$ cat config.mk
export PLATFORM = sky130hd
export DESIGN_NAME = led_bar_meter_peak_hold_core_flat
export DESIGN_NICKNAME = d
export VERILOG_FILES = /design/src/hw/rtl/lbm_pkg.sv /design/src/hw/rtl/lbm_if.sv /design/src/hw/rtl/lbm_scale.sv /design/src/hw/rtl/led_bar_meter_peak_hold_core.sv /design/src/flat_wrapper.sv
export SDC_FILE = /design/constraint.sdc
export NUM_CORES = 2
export LEC_CHECK = 0
export ABC_AREA = 1
export BUFFER_PORTS_ARGS = -buffer_cell sky130_fd_sc_hd__clkbuf_2
export CAP_MARGIN = 20
export CORE_UTILIZATION = 33
export CTS_CLUSTER_DIAMETER = 120
export DETAILED_ROUTE_END_ITERATION = 10
export GPL_TIMING_DRIVEN = 0
export SLEW_MARGIN = 20
export SYNTH_ARGS = -nofsm -noshare
export SYNTH_HDL_FRONTEND = slang
export SYNTH_SLANG_ARGS = --single-unit
$ cat constraint.sdc
create_clock -name clk -period 11.25 [get_ports clk]
set_input_delay 2.25 -clock clk [delete_from_list [all_inputs] [get_ports clk]]
set_output_delay 2.25 -clock clk [all_outputs]
set_load 0.01 [all_outputs]
$ cat src/hw/rtl/lbm_pkg.sv
// ----------------------------------------------------------------------------
// LED bar meter package
// Shared widths, register indexes, color codes and the reciprocal constants
// used for the divisions by constants.
// ----------------------------------------------------------------------------
package lbm_pkg;

    localparam int LBM_LED_COUNT = 16;

    localparam int LEVEL_W    = 16;
    localparam int COLORS_W   = 32;
    localparam int SEG_W      = 5;
    localparam int MAX_SHOWN  = 16;

    localparam int CFG_ADDR_W = 5;
    localparam int CFG_DATA_W = 32;
    localparam int CFG_IDX_W  = 3;

    localparam logic [CFG_IDX_W-1:0] REG_RANGE_LOW  = 3'd0;
    localparam logic [CFG_IDX_W-1:0] REG_RANGE_HIGH = 3'd1;
    localparam logic [CFG_IDX_W-1:0] REG_YELLOW     = 3'd2;
    localparam logic [CFG_IDX_W-1:0] REG_RED        = 3'd3;
    localparam logic [CFG_IDX_W-1:0] REG_DIM        = 3'd4;

    localparam logic OP_SAMPLE = 1'b0;
    localparam logic OP_TICK   = 1'b1;

    typedef logic [1:0] color_t;
    localparam color_t COLOR_OFF    = 2'd0;
    localparam color_t COLOR_GREEN  = 2'd1;
    localparam color_t COLOR_YELLOW = 2'd2;
    localparam color_t COLOR_RED    = 2'd3;

    // Exact floor division of a 16-bit value by 30 and by 80 through a
    // rounded-up reciprocal: 2^23 exceeds 2^16 times either divisor.
    localparam int DECAY_PEAK_DIV = 30;
    localparam int DECAY_SPAN_DIV = 80;
    localparam int RECIP_SHIFT    = 23;
    localparam int PEAK_RECIP_W   = 19;
    localparam int SPAN_RECIP_W   = 17;
    localparam logic [PEAK_RECIP_W-1:0] PEAK_DIV_RECIP =
        PEAK_RECIP_W'(((1 << RECIP_SHIFT) + DECAY_PEAK_DIV - 1) / DECAY_PEAK_DIV);
    localparam logic [SPAN_RECIP_W-1:0] SPAN_DIV_RECIP =
        SPAN_RECIP_W'(((1 << RECIP_SHIFT) + DECAY_SPAN_DIV - 1) / DECAY_SPAN_DIV);
    localparam int PEAK_Q_W = 12;
    localparam int SPAN_Q_W = 10;

    // Segment thresholds: 2^22 exceeds 2^16 times the largest segment count.
    localparam int THR_SHIFT  = 22;
    localparam int THR_MULT_W = 23;

    localparam logic [LEVEL_W-1:0] RANGE_LOW_RST  = 16'd0;
    localparam logic [LEVEL_W-1:0] RANGE_HIGH_RST = 16'd100;
    localparam logic [LEVEL_W-1:0] YELLOW_RST     = 16'd60;
    localparam logic [LEVEL_W-1:0] RED_RST        = 16'd80;
    localparam logic [LEVEL_W-1:0] LEVEL_RST      = 16'd1;

    typedef struct packed {
        logic [LEVEL_W-1:0] range_low;
        logic [LEVEL_W-1:0] range_high;
        logic [LEVEL_W-1:0] yellow_level;
        logic [LEVEL_W-1:0] red_level;
        logic               dim_mode;
    } lbm_cfg_t;

endpackage

$ cat src/hw/rtl/lbm_if.sv
// ----------------------------------------------------------------------------
// LED bar meter channels
// Valid/ready channels for level items in and bar items out.
// ----------------------------------------------------------------------------
interface lbm_in_if;
    import lbm_pkg::*;

    logic               valid;
    logic               ready;
    logic               opcode;
    logic [LEVEL_W-1:0] level;

    modport source (output valid, opcode, level, input ready);
    modport sink   (input valid, opcode, level, output ready);
endinterface

interface lbm_out_if;
    import lbm_pkg::*;

    logic                valid;
    logic                ready;
    logic [COLORS_W-1:0] segment_colors;
    logic [SEG_W-1:0]    peak_segment;
    logic [LEVEL_W-1:0]  held_peak;
    logic                dim_out;

    modport source (output valid, segment_colors, peak_segment, held_peak, dim_out,
                    input ready);
    modport sink   (input valid, segment_colors, peak_segment, held_peak, dim_out,
                    output ready);
endinterface

$ cat src/hw/rtl/lbm_scale.sv
// ----------------------------------------------------------------------------
// LED bar meter scale
// Registers the segment thresholds and their base colors, and gives the span
// part of the decay step, all derived from the configuration registers.
// ----------------------------------------------------------------------------
module lbm_scale #(
    parameter int LED_COUNT = lbm_pkg::LBM_LED_COUNT
) (
    input  logic                         clk,
    input  lbm_pkg::lbm_cfg_t            cfg,
    output logic [lbm_pkg::LEVEL_W-1:0]  thr_level [LED_COUNT],
    output lbm_pkg::color_t              lane_color [LED_COUNT],
    output logic [lbm_pkg::SPAN_Q_W-1:0] span_q
);
    import lbm_pkg::*;

    localparam int THR_PROD_W  = LEVEL_W + THR_MULT_W;
    localparam int SPAN_PROD_W = LEVEL_W + SPAN_RECIP_W;

    logic [LEVEL_W-1:0]     span;
    logic [SPAN_PROD_W-1:0] span_prod;
    logic [LEVEL_W-1:0]     thr_reg [LED_COUNT];
    color_t                 color_reg [LED_COUNT];

    // An inverted range collapses every threshold onto range_low.
    assign span      = (cfg.range_high > cfg.range_low) ? (cfg.range_high - cfg.range_low)
                                                         : '0;
    assign span_prod = SPAN_PROD_W'(span) * SPAN_PROD_W'(SPAN_DIV_RECIP);

    // The decay step of an item accepted right after a register write must
    // already see the new span, so this part stays combinational.
    assign span_q = span_prod[RECIP_SHIFT +: SPAN_Q_W];

    for (genvar i = 0; i < LED_COUNT; i++)
    begin : g_lane
        localparam logic [THR_MULT_W-1:0] LANE_MULT =
            THR_MULT_W'(((i << THR_SHIFT) + LED_COUNT - 1) / LED_COUNT);

        logic [THR_PROD_W-1:0] lane_prod;
        logic [LEVEL_W-1:0]    lane_thr;
        color_t                lane_base;

        assign lane_prod = THR_PROD_W'(span) * THR_PROD_W'(LANE_MULT);
        assign lane_thr  = cfg.range_low + lane_prod[THR_SHIFT +: LEVEL_W];

        always_comb
        begin
            if (lane_thr > cfg.red_level)
            begin
                lane_base = COLOR_RED;
            end
            else if (lane_thr > cfg.yellow_level)
            begin
                lane_base = COLOR_YELLOW;
            end
            else
            begin
                lane_base = COLOR_GREEN;
            end
        end

        always_ff @(posedge clk)
        begin
            thr_reg[i]   <= lane_thr;
            color_reg[i] <= lane_base;
        end

        assign thr_level[i]  = thr_reg[i];
        assign lane_color[i] = color_reg[i];
    end

endmodule

$ cat src/hw/rtl/led_bar_meter_peak_hold_core.sv
// ----------------------------------------------------------------------------
// LED bar meter with peak hold
// Level meter bar with a decaying peak-hold segment and an APB register port.
// ----------------------------------------------------------------------------
// The block takes one item per clock cycle while the output side does not stall,
// either a level sample or a peak decay tick, and returns exactly one bar item
// for each. The level and peak registers are updated at the edge that accepts
// an item; the bar is built from them and loaded into the output register when
// that register is empty or its item is being taken. The rate of one item per
// cycle is set by the peak register update, which holds the whole decay step
// (multiplies by reciprocals, adds and compares) in combinational logic.
// Segment thresholds and their colors are recomputed from the registers every
// cycle, so a register write is in effect for any item accepted after it.
module led_bar_meter_peak_hold_core #(
    parameter int LED_COUNT = lbm_pkg::LBM_LED_COUNT
) (
    input  logic                           clk,
    input  logic                           rst_n,
    lbm_in_if.sink                         sample_in,
    lbm_out_if.source                      bar_out,
    input  logic                           psel,
    input  logic                           penable,
    input  logic                           pwrite,
    input  logic [lbm_pkg::CFG_ADDR_W-1:0] paddr,
    input  logic [lbm_pkg::CFG_DATA_W-1:0] pwdata,
    output logic [lbm_pkg::CFG_DATA_W-1:0] prdata,
    output logic                           pready
);
    import lbm_pkg::*;

    localparam int SHOWN       = (LED_COUNT < MAX_SHOWN) ? LED_COUNT : MAX_SHOWN;
    localparam int PEAK_PROD_W = LEVEL_W + PEAK_RECIP_W;

    lbm_cfg_t               cfg_reg;
    logic                   cfg_write;
    logic [CFG_IDX_W-1:0]   reg_idx;

    logic [LEVEL_W-1:0]     thr_level [LED_COUNT];
    color_t                 lane_color [LED_COUNT];
    logic [SPAN_Q_W-1:0]    span_q;

    logic [LEVEL_W-1:0]     cur_reg;
    logic [LEVEL_W-1:0]     cur_next;
    logic [LEVEL_W-1:0]     peak_reg;
    logic [LEVEL_W-1:0]     peak_next;
    logic [LEVEL_W-1:0]     peak_excess;
    logic [PEAK_PROD_W-1:0] excess_prod;
    logic [LEVEL_W:0]       drop;
    logic [LEVEL_W-1:0]     decayed;

    logic                   accept_in;
    logic                   load_out;
    logic                   pend_reg;
    logic                   pend_next;
    logic                   out_valid_reg;
    logic                   out_valid_next;

    logic [LED_COUNT-1:0]   peak_le;
    logic [LED_COUNT-1:0]   peak_le_up;
    logic [LED_COUNT-1:0]   is_peak;
    logic [LED_COUNT-1:0]   above_cur;
    logic [SEG_W-1:0]       seg_next;
    logic [COLORS_W-1:0]    colors_next;

    logic [COLORS_W-1:0]    colors_reg;
    logic [SEG_W-1:0]       seg_reg;
    logic [LEVEL_W-1:0]     held_reg;
    logic                   dim_reg;

    // ---------------- configuration port ----------------
    assign pready    = 1'b1;
    assign cfg_write = psel && penable && pwrite && pready;
    assign reg_idx   = paddr[CFG_ADDR_W-1:2];

    always_ff @(posedge clk or negedge rst_n)
    begin
        if (!rst_n)
        begin
            cfg_reg.range_low    <= RANGE_LOW_RST;
            cfg_reg.range_high   <= RANGE_HIGH_RST;
            cfg_reg.yellow_level <= YELLOW_RST;
            cfg_reg.red_level    <= RED_RST;
            cfg_reg.dim_mode     <= 1'b0;
        end
        else if (cfg_write)
        begin
            case (reg_idx)
                REG_RANGE_LOW:  cfg_reg.range_low    <= pwdata[LEVEL_W-1:0];
                REG_RANGE_HIGH: cfg_reg.range_high   <= pwdata[LEVEL_W-1:0];
                REG_YELLOW:     cfg_reg.yellow_level <= pwdata[LEVEL_W-1:0];
                REG_RED:        cfg_reg.red_level    <= pwdata[LEVEL_W-1:0];
                REG_DIM:        cfg_reg.dim_mode     <= pwdata[0];
                default:        ;
            endcase
        end
    end

    always_comb
    begin
        case (reg_idx)
            REG_RANGE_LOW:  prdata = CFG_DATA_W'(cfg_reg.range_low);
            REG_RANGE_HIGH: prdata = CFG_DATA_W'(cfg_reg.range_high);
            REG_YELLOW:     prdata = CFG_DATA_W'(cfg_reg.yellow_level);
            REG_RED:        prdata = CFG_DATA_W'(cfg_reg.red_level);
            REG_DIM:        prdata = CFG_DATA_W'(cfg_reg.dim_mode);
            default:        prdata = '0;
        endcase
    end

    lbm_scale #(
        .LED_COUNT (LED_COUNT)
    ) u_scale (
        .clk        (clk),
        .cfg        (cfg_reg),
        .thr_level  (thr_level),
        .lane_color (lane_color),
        .span_q     (span_q)
    );

    // ---------------- handshake ----------------
    assign load_out        = pend_reg && (!out_valid_reg || bar_out.ready);
    assign sample_in.ready = !pend_reg || load_out;
    assign accept_in       = sample_in.valid && sample_in.ready;

    always_comb
    begin
        pend_next = pend_reg;
        if (accept_in)
        begin
            pend_next = 1'b1;
        end
        else if (load_out)
        begin
            pend_next = 1'b0;
        end

        out_valid_next = out_valid_reg;
        if (load_out)
        begin
            out_valid_next = 1'b1;
        end
        else if (bar_out.ready)
        begin
            out_valid_next = 1'b0;
        end
    end

    // ---------------- peak hold and decay ----------------
    assign peak_excess = peak_reg - cfg_reg.range_low;
    assign excess_prod = PEAK_PROD_W'(peak_excess) * PEAK_PROD_W'(PEAK_DIV_RECIP);

    always_comb
    begin
        drop = (LEVEL_W + 1)'(excess_prod[RECIP_SHIFT +: PEAK_Q_W]) + (LEVEL_W + 1)'(span_q);
        if (drop == '0)
        begin
            drop = (LEVEL_W + 1)'(1);
        end

        if (peak_reg <= cfg_reg.range_low)
        begin
            decayed = cfg_reg.range_low;
        end
        else if ((LEVEL_W + 1)'(peak_excess) <= drop)
        begin
            decayed = cfg_reg.range_low;
        end
        else
        begin
            decayed = peak_reg - drop[LEVEL_W-1:0];
        end
    end

    always_comb
    begin
        cur_next  = cur_reg;
        peak_next = peak_reg;
        if (sample_in.opcode == OP_TICK)
        begin
            peak_next = decayed;
        end
        else
        begin
            cur_next  = sample_in.level;
            peak_next = (peak_reg < sample_in.level) ? sample_in.level : peak_reg;
        end
    end

    always_ff @(posedge clk or negedge rst_n)
    begin
        if (!rst_n)
        begin
            cur_reg       <= LEVEL_RST;
            peak_reg      <= LEVEL_RST;
            pend_reg      <= 1'b0;
            out_valid_reg <= 1'b0;
        end
        else
        begin
            pend_reg      <= pend_next;
            out_valid_reg <= out_valid_next;
            if (accept_in)
            begin
                cur_reg  <= cur_next;
                peak_reg <= peak_next;
            end
        end
    end

    // ---------------- bar ----------------
    // Thresholds never decrease along the bar, so the compares against the
    // peak form a thermometer code and the peak is its top set bit.
    always_comb
    begin
        for (int i = 0; i < LED_COUNT; i++)
        begin
            peak_le[i]   = thr_level[i] <= peak_reg;
            above_cur[i] = thr_level[i] > cur_reg;
        end
    end

    assign peak_le_up = peak_le >> 1;
    assign is_peak    = peak_le & ~peak_le_up;

    always_comb
    begin
        seg_next = SEG_W'(LED_COUNT);
        for (int i = 0; i < LED_COUNT; i++)
        begin
            if (peak_le[i])
            begin
                seg_next = SEG_W'(i);
            end
        end

        colors_next = '0;
        for (int i = 0; i < SHOWN; i++)
        begin
            if (above_cur[i] && !is_peak[i])
            begin
                colors_next[2*i +: 2] = COLOR_OFF;
            end
            else
            begin
                colors_next[2*i +: 2] = lane_color[i];
            end
        end
    end

    always_ff @(posedge clk)
    begin
        if (load_out)
        begin
            colors_reg <= colors_next;
            seg_reg    <= seg_next;
            held_reg   <= peak_reg;
            dim_reg    <= cfg_reg.dim_mode;
        end
    end

    assign bar_out.valid          = out_valid_reg;
    assign bar_out.segment_colors = colors_reg;
    assign bar_out.peak_segment   = seg_reg;
    assign bar_out.held_peak      = held_reg;
    assign bar_out.dim_out        = dim_reg;

endmodule

$ cat src/flat_wrapper.sv
// flat-port wrapper written by rule: the top's interface ports become plain ports
module led_bar_meter_peak_hold_core_flat import lbm_pkg::*;
#(
    parameter int LED_COUNT = lbm_pkg::LBM_LED_COUNT
)
  (clk, rst_n, psel, penable, pwrite, paddr, pwdata, prdata, pready, sample_in_valid, sample_in_opcode, sample_in_level, sample_in_ready, bar_out_valid, bar_out_segment_colors, bar_out_peak_segment, bar_out_held_peak, bar_out_dim_out, bar_out_ready);
  lbm_in_if sample_in_i ();
  lbm_out_if bar_out_i ();
  input  logic clk;
  input  logic rst_n;
  input  logic psel;
  input  logic penable;
  input  logic pwrite;
  input  logic [lbm_pkg::CFG_ADDR_W-1:0] paddr;
  input  logic [lbm_pkg::CFG_DATA_W-1:0] pwdata;
  output logic [lbm_pkg::CFG_DATA_W-1:0] prdata;
  output logic pready;
  input wire logic [$bits(sample_in_i.valid)-1:0] sample_in_valid;
  input wire logic [$bits(sample_in_i.opcode)-1:0] sample_in_opcode;
  input wire logic [$bits(sample_in_i.level)-1:0] sample_in_level;
  output wire logic [$bits(sample_in_i.ready)-1:0] sample_in_ready;
  output wire logic [$bits(bar_out_i.valid)-1:0] bar_out_valid;
  output wire logic [$bits(bar_out_i.segment_colors)-1:0] bar_out_segment_colors;
  output wire logic [$bits(bar_out_i.peak_segment)-1:0] bar_out_peak_segment;
  output wire logic [$bits(bar_out_i.held_peak)-1:0] bar_out_held_peak;
  output wire logic [$bits(bar_out_i.dim_out)-1:0] bar_out_dim_out;
  input wire logic [$bits(bar_out_i.ready)-1:0] bar_out_ready;
  assign sample_in_i.valid = sample_in_valid;
  assign sample_in_i.opcode = sample_in_opcode;
  assign sample_in_i.level = sample_in_level;
  assign sample_in_ready = sample_in_i.ready;
  assign bar_out_valid = bar_out_i.valid;
  assign bar_out_segment_colors = bar_out_i.segment_colors;
  assign bar_out_peak_segment = bar_out_i.peak_segment;
  assign bar_out_held_peak = bar_out_i.held_peak;
  assign bar_out_dim_out = bar_out_i.dim_out;
  assign bar_out_i.ready = bar_out_ready;
  led_bar_meter_peak_hold_core #(.LED_COUNT(LED_COUNT)) u_core (.clk(clk), .rst_n(rst_n), .sample_in(sample_in_i), .bar_out(bar_out_i), .psel(psel), .penable(penable), .pwrite(pwrite), .paddr(paddr), .pwdata(pwdata), .prdata(prdata), .pready(pready));
endmodule
# After elaboration in Yosys (flattened, before gate mapping)
# Memory sizes are Yosys's and may differ from the RTL's. A register that Yosys moved wholly into a read port is not among the register bits.
# Index checks and enable logic that the tools add are counted.
# totals
register_bits	121
ram_bits	288
in_bits	61
out_inout_bits	89
n_memories	2
# classes
n_addsub	19
mul	13
magnitude_cmp	68
eq_ne	4
muxes	58
bitwise_logic	3
reduce_logical	56
# mem_list
memory	words	word_bits	read_ports	rd_ports_with_merged_regs	wr	line	source
u_core.u_scale.thr_reg	16	16	16	0	16	lbm_scale.sv:22	logic [LEVEL_W-1:0] thr_reg [LED_COUNT];
u_core.u_scale.color_reg	16	2	16	16	16	lbm_scale.sv:23	color_t color_reg [LED_COUNT];
# ops
cell	count
$gt 16x16->1	49
$le 16x16->1	17
$add 16x16->16	7
$mul 16x4->20 const B	4
$mux 16	5
$pmux 16 s5	1
$mul 16x3->19 const B	4
$mux 2	34
$add 16x15->16	4
$mul 16x2->18 const B	3
$sub 16x16->16	3
$mul 16x19->35 const B	1
$add 16x14->16	2
$mul 16x16->32 const B	1
$mux 4	7
$logic_and 1x1->1	20
$logic_not 1->1	18
$le 16x17->1	1
$logic_not 17->1	1
$mux 17	1
$add 16x12->16	1
$add 16x13->16	1
$and 16x16->16	1
$lt 16x16->1	1
17 further kinds	34

# Longest topological paths before layout
# An unclocked memory read counts as a cell.
# logic_depth
depth_word	17
depth_mapped	69
depth_no_buf	69

# By module
# From an unflattened synthesis, not the netlist that was laid out.
# hier_totals
cells_unflattened	7998
hier_area_um2	62224.7
# modules_own_cells
module	n_inst	cells_each	area_each_um2	seq_area_each_um2
lbm_scale	1	4829	38283.0	5765.5
led_bar_meter_peak_hold_core	1	3169	23941.7	4112.7

# Worst setup path after synthesis
# Ideal clock, no wire load.
# synth_timing
path_type	register to register
startpoint	reg u_core.cfg_reg[50] in the netlist's numbering
endpoint	reg u_core.peak_reg[14]
setup_ns	0.116
arrival_time_ns	11.285
t_required_ns	11.134
slack_ns	-0.151
stages_incl_launch_ff	61
n_path_buf	0
cell_sequence	dfrtp_1 > inv_1 > ha_1 > nand2_1 > o21ai_0 > nand4_1 > nand3_1 > a21oi_1 > o21bai_1 > inv_1 > o21ai_0 > inv_1 > ha_1 > ha_1 > inv_1 > fa_1 > inv_1 > fa_1 > [25 not listed] > nand2_1 > nand2_1 > ha_1 > inv_1 > fa_1 > nand3_1 > nand2_1 > a21boi_0 > or2_2 > nand2_1 > nand2_1 > nand2_1 > inv_1 > nand3_1 > nand3_2 > nand2_1 > nand2_1 > nand2_1
# synth_via
elab_chain_len	10
elab_cells_between_ends	15
cone_classes	add/sub: 4; mul: 2; order compare: 3; mux: 5; reduce/logical: 1
# synth_lines
element	line	source
start: declaration	led_bar_meter_peak_hold_core.sv:34	lbm_cfg_t cfg_reg;
$sub 16x16->16 / $gt 16x16->1 (equally long branches)	lbm_scale.sv:26	assign span = (cfg.range_high > cfg.range_low) ? (cfg.range_high - cfg.range_low)
$mux 16	lbm_scale.sv:26	
$mul 16x16->32	lbm_scale.sv:28	assign span_prod = SPAN_PROD_W'(span) * SPAN_PROD_W'(SPAN_DIV_RECIP);
$add 12x10->13	led_bar_meter_peak_hold_core.sv:154	drop = (LEVEL_W + 1)'(excess_prod[RECIP_SHIFT +: PEAK_Q_W]) + (LEVEL_W + 1)'(span_q);
$logic_not 17->1	led_bar_meter_peak_hold_core.sv:155	if (drop == '0)
$mux 17	led_bar_meter_peak_hold_core.sv:155	
$sub 16x16->16 / $le 16x17->1 (equally long branches)	led_bar_meter_peak_hold_core.sv:170, led_bar_meter_peak_hold_core.sv:164	
$mux 16	led_bar_meter_peak_hold_core.sv:164	else if ((LEVEL_W + 1)'(peak_excess) <= drop)
$mux 16 *	led_bar_meter_peak_hold_core.sv:160	if (peak_reg <= cfg_reg.range_low)
$mux 16 *	led_bar_meter_peak_hold_core.sv:178	if (sample_in.opcode == OP_TICK)
end signal: assignment	led_bar_meter_peak_hold_core.sv:205	peak_reg <= peak_next;
end: declaration	led_bar_meter_peak_hold_core.sv:44	logic [LEVEL_W-1:0] peak_reg;
# Every way passes the cells marked *; elsewhere a longest branch is shown, timed or not.
# A chain may end at the register's enable or synchronous reset.

# Final worst setup path
# layout_timing
startpoint	reg u_core.cfg_reg[58] in the netlist's numbering
endpoint	reg u_core.peak_reg[6]
# Same word-level chain as after synthesis.

==> results.md <==
- Mapped Avg Cell Area: around 7.8 um^2
- Fillers: 19200
- Fin Hold WS: 0.504 ns
- Post-DP HPWL: between 200000 and 250000 um
- Flop and latch count out of synthesis: about 440
- Htree depth: 2
- Initial drt markers: approximately 5300
- Total length of routed wires: 253000 um
- Synth area leaders: ha_1 (34%), nand2_1 (9.2%), dfxtp_1 (9.2%)
- Core ar.: between 0.15 and 0.2 mm^2
- Detailed Routing Iterations Pass 1: 10
- Hold_buf cts: 0
- WL/cell: around 23 um
- Row count: ~160
- Relative slew margins: 0.0887
- Worst-margin pin slew: 1.35 ns
- Cell Area, Synth: ~0.063 mm^2
- Multi-input gate area: about 0.05 mm^2
- Layout cells sized above 1: 0.0778
- Fin. max-slew vios: 0
- Failing checks: DRC
- Synth cell count leaders: ha_1 (1682), nand2_1 (1539), inv_1 (1121)
- Gp weighted congestion: approximately 0.95
- Gr usage total: 0.257
- # DRC: 8
- Crit path time final: ~11 ns
- Area occupied by registers: around 0.0099 mm^2
- Top FF cell, synth: dfxtp_1
- Chip width: 438 um
- Endpoints failing setup: 0
- Cells after synthesis: around 8100
- Post-synthesis sequential area ratio: 0.158
- Max reg flops: between 200 and 300
- Final Cycle Share: 0.956
- Most frequent CP cell: nand2_1
- Cells after DPL: around 11000
- Syn-to-layout area delta: 14.4%
- Setup CP Type: flip-flop to flip-flop
- Outcome: complete, but fails checks
- Nature of the critical path endpoint: flip-flop
- Clk buf depth: 3
- Skew-Pair Late Insertion Delay: a little under 0.7 ns
- Finished Layout Cells: 10900
- TritonCTS clock tree: yes
- Slowest CP cell: fa_1
- Post-Route Skew: 0.0757 ns
- Avg Vias per Cell: 5.43
- Critical Path AT: roughly 11 ns
- Vias in the first global route: between 50000 and 60000
- Worst-path clk slew: 0.07 ns
- Most frequent cell after synthesis: ha_1
- Initial Util: 0.333
- EDFF count, synth: 54
- Vias: 59400
- Synth top area share: 0.336
- CTS Sinks: between 400 and 500
- Pin count of the biggest net entering global routing: just under 90
- Max-Cap Viols: 0
- Nets: between 10000 and 15000
- Total die area: roughly 0.19 mm^2
- Fmax: between 0.09 and 0.1 GHz
- HP Class: flip-flop to flip-flop
- Num CTS Buffers: 50
- Worst path max stage delay: 0.55 ns
- Clock root cell: clkbuf_16
- Vert. Die Dim: around 440 um
- First-pass GRT wire length: 365000 um
- Async SR Flop Fraction: 0.224
- Ys Warns: 0
- Synth area leader: ha_1
- Required time of the critical path: between 10 and 15 ns
- Crit start category: flip-flop
- Ports: 150
- Fin. Hold Viols: 0
- Netlist cell types: 74
- Initial antenna violation count: 10
- Max FO, Critical Path: 14
- Gr ovfl total: 0
- PortBufs: 113
- Antenna viol nets, final: 0
[final cells by class]
| cell class | instances | share of cell area |
|---|---|---|
| diodes | 9 | 0.000314 |
| plain buffers | 48 | 0.00484 |
| clock buffers | 66 | 0.0196 |
| clock inverters | 28 | 0.00395 |
| inverters | 1131 | 0.0617 |
| multi-input cells | 6445 | 0.680 |
| flip-flops and latches | 441 | 0.139 |
| well taps | 2495 | 0.0436 |
| repair buffers | 283 | 0.0473 |
[stage by stage]
step / setup WS, ns / util / cell area, um^2 / TNS [ns]
detailed placement: -2.58 / 0.365 / 68600 / -33.25
global route: -0.115 / 0.380 / 71600 / -0.231
floorplan: 0.0371 / - / 62700 / 0
global placement: -6.92 / 0.353 / 66400 / -358.06
CTS: 0.0115 / 0.376 / 70800 / 0
finish: 0.498 / 0.381 / 71600 / 0
[worst max-delay path, delay by kind of cell, from the launching register on]
kind	cells	cell delay, ns
AO/OA/AOI/OAI	7	1.31
XOR/XNOR	2	0.34
flip-flops	1	0.50
buffers and inverters	10	0.92
adder cells (fa/ha/maj)	12	4.67
AND/OR/NAND/NOR	28	2.88
[worst paths after layout]
kind	from	endpoint	slack (ns)	cells after the start
worst max-delay path	u_core.cfg_reg[58]$_DFFE_PN0P_	u_core.peak_reg[6]$_DFFE_PN0P_	0.50	59
worst min-delay path	u_core.cfg_reg[21]$_DFFE_PN1P_	u_core.cfg_reg[21]$_DFFE_PN1P_	0.50	2
worst min register to register	u_core.cfg_reg[21]$_DFFE_PN1P_	u_core.cfg_reg[21]$_DFFE_PN1P_	0.50	2
min in group asynchronous	rst_n	u_core.cur_reg[1]$_DFFE_PN0P_	1.39	1
max in group asynchronous	rst_n	u_core.cfg_reg[62]$_DFFE_PN0P_	9.14	2
worst max register to register	u_core.cfg_reg[58]$_DFFE_PN0P_	u_core.peak_reg[6]$_DFFE_PN0P_	0.50	59
[cell usage in the layout, fill, tap and decap left out, types with 25 or more instances in the layout]
cell type / netlist / layout
clkbuf_1: 19 / 26
a21oi_1: 834 / 827
nor3_1: 114 / 107
o211ai_1: 34 / 34
fa_1: 197 / 196
o221ai_1: 25 / 25
buf_12: 1 / 51
clkbuf_2: 0 / 112
inv_1: 1121 / 1034
a21o_1: 39 / 39
a31oi_1: 51 / 51
dfxtp_1: 288 / 288
xnor2_1: 108 / 105
a21boi_0: 35 / 33
o21ai_0: 388 / 386
xor2_1: 245 / 242
edfxtp_1: 54 / 54
nand3_1: 273 / 265
buf_16: 0 / 44
dfrtp_1: 88 / 71
buf_4: 19 / 91
a211oi_1: 38 / 38
nor2_1: 397 / 390
clkbuf_16: 0 / 51
inv_2: 8 / 68
nand2_1: 1539 / 1536
nand4_1: 127 / 127
ha_1: 1682 / 1662
o21bai_1: 52 / 52
[kinds of logic after synthesis]
family,share of synthesized area
AND/OR/NAND/NOR,0.172
AO/OA/AOI/OAI,0.149
adder cells (fa/ha/maj),0.399
XOR/XNOR,0.0494
flip-flops,0.158
other,0.000120
buffers and inverters,0.0732
[what timing repair did]
action                                  CTS  global route
pin swaps                                 7            13
endpoints found under the setup margin   16            16
resized for setup                        70            83
buffers inserted                         17            58
gates cloned                              1             0
[per-layer routing]
| metal | part of all wire | routed length [um] | vias to the layer above | track usage |
|---|---|---|---|---|
| li1 | - | - | 28400 | - |
| met1 | 0.38 | 97200 | 27600 | 0.298 |
| met2 | 0.44 | 112000 | 2504 | 0.419 |
| met3 | 0.077 | 19400 | 886 | 0.0446 |
| met4 | 0.095 | 24000 | 4 | 0.202 |
| met5 | 0.00013 | 34 | - | 0 |
Power is left out: the tool's default activity adds up to more than one toggle a clock period on the data nets, which glitch-free logic cannot reach.
